File: src/design/crl_ram.sv
// ----------------------------------------------------------------------------
// crl_ram: generic single-write, single-read RAM
// One write port and one read port with registered read data.
// ----------------------------------------------------------------------------
module crl_ram #(
  parameter int WIDTH = 8,
  parameter int DEPTH = 64
) (
  input  logic                                   clk,
  input  logic                                   we,
  input  logic [(DEPTH > 1 ? $clog2(DEPTH) : 1)-1:0] waddr,
  input  logic [WIDTH-1:0]                       wdata,
  input  logic [(DEPTH > 1 ? $clog2(DEPTH) : 1)-1:0] raddr,
  output logic [WIDTH-1:0]                       rdata
);

  logic [WIDTH-1:0] mem [DEPTH];

  // Write and registered read
  always_ff @(posedge clk) begin
    if (we) begin
      mem[waddr] <= wdata;
    end
    rdata <= mem[raddr];
  end

endmodule

File: config.mk
export PLATFORM = sky130hd
export DESIGN_NAME = crl_ram
export DESIGN_NICKNAME = d
export VERILOG_FILES = /design/src/design/crl_ram.sv
export SDC_FILE = /design/constraint.sdc
export NUM_CORES = 1
export LEC_CHECK = 0
export BUFFER_PORTS_ARGS = -buffer_cell sky130_fd_sc_hd__buf_2
export CORE_ASPECT_RATIO = 0.5
export CORE_MARGIN = 3
export CORE_UTILIZATION = 55
export CTS_BUF_LIST = sky130_fd_sc_hd__clkbuf_8 sky130_fd_sc_hd__clkbuf_16
export DETAILED_ROUTE_END_ITERATION = 8
export PLACE_DENSITY = 0.7
export REMOVE_ABC_BUFFERS = 1
export SLEW_MARGIN = 20
export SYNTH_ARGS = -nofsm -noshare
export SYNTH_HDL_FRONTEND = slang
export SYNTH_SLANG_ARGS = --single-unit
File: constraint.sdc
create_clock -name clk -period 4.9 [get_ports clk]
set_input_delay 0.245 -clock clk [delete_from_list [all_inputs] [get_ports clk]]
set_output_delay 0.245 -clock clk [all_outputs]
set_load 0.01 [all_outputs]
# Yosys cells after proc, flatten, opt, wreduce, memory -nomap -nowiden

Memory sizes are Yosys's and may differ from the RTL's. A register that Yosys moved wholly into a read port is not among the register bits.
Cells that the tools add are included.

Memories kept: 1
Output and inout bits: 8
Memory bits (writable): 512
Register bits: 0
Bits of input ports: 22
Logic and storage cells: 3

Muxes and demuxes: 2

Memory list:

| memory | words | width | rd ports | clocked after memory_dff | wr ports | RTL line | source |
|---|---|---|---|---|---|---|---|
| mem    | 64    | 8     | 1        | 1                        | 1        | 17       | `logic [WIDTH-1:0] mem [DEPTH];` |

Operator list:

| operator          | count |
|---|---|
| two-way mux 1 bit | 2 |

# Logic depth before layout (Yosys ltp)

Word-level depth: 2
Gate-level depth with buffers: 9
Depth with buffers taken out: 5

# Worst setup path after synthesis

No wires, ideal clock.

Kind: input -> register
Start point: in raddr[1] (netlist bit)
End point: reg rdata[3] (read register of mem)
Path buffers: 3
Cell stages on the path: 7
Required time: 4.772 ns
Data arrival time: 1.785 ns
Library setup time: 0.128 ns
Setup slack: 2.987 ns
Cell sequence: buf_4 buf_2 buf_2 mux4_2 mux4_2 o21ai_1 o41ai_1

RTL lines:

| item        | RTL line | source |
|---|---|---|
| from (decl) | 13       | `input logic [(DEPTH > 1 ? $clog2(DEPTH) : 1)-1:0] raddr,` |
| to (decl)   | 14       | `output logic [WIDTH-1:0] rdata` |

==> impl_metrics.tcl <==
set metrics [dict create \
    grt_max_degree 65 \
    nets 997 \
    placed_area_sq_mm 0.02071 \
    worst_slew_pin_slew_ns 1.044 \
    hold_slack_ns 0.1682 \
    setup_viol 0 \
    start_util_pct 57.11 \
    cts_setup_buffers 0 \
    yosysTopAreaCell "edfxtp_1" \
    ant_nets 0 \
    drtIter0Drc 1202 \
    vias 9696 \
    synth.area.mux_share_pct 15.94 \
    drive_gt1_share_pct 24.08 \
    share_seq_of_total_power_pct 55.4 \
    nFillCells 2373 \
    ioPinCount 30 \
    async_flop_share_pct 0 \
    fin_ws_ns 2.489 \
    antenna_found_initial 0 \
    worst-path-max-fanout 48 \
    port_buffers 29 \
    final_cell_area_sq_mm 0.02215 \
    finalSetupTns_ns 0 \
    synth_edf_count 512 \
    required_ns 5.39 \
    synth-adder-area-share_pct 0 \
    drv_cap 0 \
    grtUsageTotal_pct 23.16 \
    drtPass1Iterations 7 \
    n_antenna_cell 0 \
    power.leakage_nw 6.883 \
    synth_cell_type_count 40 \
    layout_common_cells "edfxtp_1, mux4_2, nor2_1, clkbuf_16, mux2i_1" \
    final_util_pct 62.73 \
    yosysSeqAreaShare_pct 77.03 \
    grt-ovfl-total 0 \
    gp_congestion 0.8103 \
    core_area_sq_mm 0.03531 \
    clock.fmax_mhz 414.8 \
    grt_pass1_vias 9726 \
    path_clk_slew_ns 0.06 \
    wl_microns 44440 \
    post_drt_wl_per_cell_microns 29.95 \
    ys_ff_latch 520 \
    p_sw_w 0.001845 \
    yosys_warnings 0 \
    pwr-share-clk_pct 39.6 \
    htree_levels 2 \
    finClkSkew_ns 0.01550 \
    multi_input_area_sq_mm 0.004325 \
    synth_xor_area_share_pct 0 \
    pre_cts_slack_ns 1.932 \
    critical_path_class "in -> reg" \
    tritoncts "done" \
    slew_violations 0 \
    syn_avg_cell_area_sq_um 21.45 \
    max_slew_margin_pct 30.39 \
    dieArea_sq_mm 0.03914 \
    pwr-share-comb_pct 5.0 \
    peakVddDrop_mv 0.2146 \
    arrival_ns 2.90 \
    cts_root_buf "clkbuf_16" \
    via_per_inst 6.534 \
    critPathLaunchType "input pin" \
    clockBufferDepth 3 \
    p_int_w 0.007066 \
    ctsResizeCount 0 \
    dp_hpwl_microns 26650 \
    rows 48 \
    final_common_cell "edfxtp_1" \
    hold_violations 0 \
    synthTopCellsByArea "edfxtp_1, mux4_2, nor2_1, mux2i_1, dfxtp_1" \
    synth-compound-area-share_pct 2.072 \
    cts_sinks 520 \
    synth-simple-area-share_pct 3.388 \
    switching_share_pct 20.71 \
    final-seq-area_sq_mm 0.01553 \
    clock_latency_ns 0.55 \
    powerDensity_mw_per_mm2 402.3 \
    syn_to_final_growth_pct 9.846 \
    numCtsBuffers 44 \
    fp.dieW_microns 276.8 \
    finalCriticalPeriod_ns 2.411 \
    final.period_utilization_pct 49.20 \
    route.detailed.drc 0 \
    netlist_area_sq_mm 0.02017 \
    cp-end-kind "register" \
    syn_inst 940 \
    synth_top_family_by_area "multiplexers" \
    status "finished clean" \
    min_path_type "in -> reg" \
    ys.flop_type "edfxtp_1" \
    grt_pass1_wl_microns 66250 \
    synth.top_cell.area_share_pct 76.24 \
    cts_hold_buf 0 \
    rsz0062_at_grt "no" \
    die_h_microns 141.4 \
    reg2reg_slack_ns 2.61 \
]
==> kinds of logic (layout without fill, tap and decap cells) <==
kind of cell,after synthesis,in the layout
flops,520,520
mux,162,162
simple gates,153,153
compound gates,54,54
buf+inv,51,120
==> metrics by stage <==
stage | power (W) | cells
2_1_floorplan | 0.005220 | 889
3_3_place_gp | 0.005472 | 1404
3_5_place_dp | 0.005484 | 1404
4_1_cts | 0.008944 | 1484
5_1_grt | 0.009144 | 1484
6_report | 0.008911 | 1484
==> state kept, by name (all words and copies together), names as in the netlist <==
signal and cells:
mem 512, rdata 8
==> cell type report <==
type / count / share of cell area [%]
Clock buffer: 45 / 5.083
Clock inverter: 35 / 1.367
Multi-Input combinational cell: 369 / 19.53
Sequential cell: 520 / 70.13
Tap cell: 475 / 2.683
Timing Repair Buffer: 40 / 1.214
==> worst max-delay path, cell delays in order <==
cell and delay (ns):
buf_4 0.61, buf_4 0.44, buf_4 0.29, mux4_2 0.23
o22ai_1 0.07, o21ai_0 0.50, o311ai_1 0.33, nand2_1 0.14
==> layer usage <==
layer	vias up	share of wire (%)	global-route usage, %
li1	3997	-	-
met1	5115	42	34.53
met2	515	46	34.79
met3	69	11	6.347
met4	0	2.0	5.546
met5	-	0	0
==> power groups by stage <==
stage / Combinational (W) / Sequential [W] / Clock, W
2_1_floorplan: 0.000191 / 0.00503 / 0
3_3_place_gp: 0.000437 / 0.00504 / 0
3_5_place_dp: 0.000447 / 0.00504 / 0
4_1_cts: 0.000449 / 0.00494 / 0.00356
5_1_grt: 0.000480 / 0.00494 / 0.00373
6_report: 0.000450 / 0.00494 / 0.00352
==> cells in the mapped netlist (3+ instances only) <==
master / n
nand3b_1: 3
nor2_1: 83
buf_6: 4
a21oi_1: 3
edfxtp_1: 512
buf_4: 13
dfxtp_1: 8
nand2_1: 19
buf_2: 11
o221ai_1: 8
nor2b_1: 14
a22oi_1: 3
a211oi_1: 4
a221oi_1: 6
mux2_2: 13
nand2b_1: 7
nor3_1: 7
o22ai_1: 8
mux2i_1: 23
o2111ai_1: 3
mux4_2: 126
nand3_1: 13
o2bb2ai_1: 3
clkbuf_1: 17
buf_1: 4
==> path summary, 6_finish.rpt <==
path | startpoint | cells after the start | end
min reg2reg | mem[30][4]$_DFFE_PP_ | 3 | rdata[4]$_DFF_P_
max | raddr[1] | 8 | rdata[7]$_DFF_P_
min | raddr[5] | 3 | rdata[4]$_DFF_P_
max reg2reg | mem[43][1]$_DFFE_PP_ | 4 | rdata[1]$_DFF_P_
(Power assumes the default switching activity.)
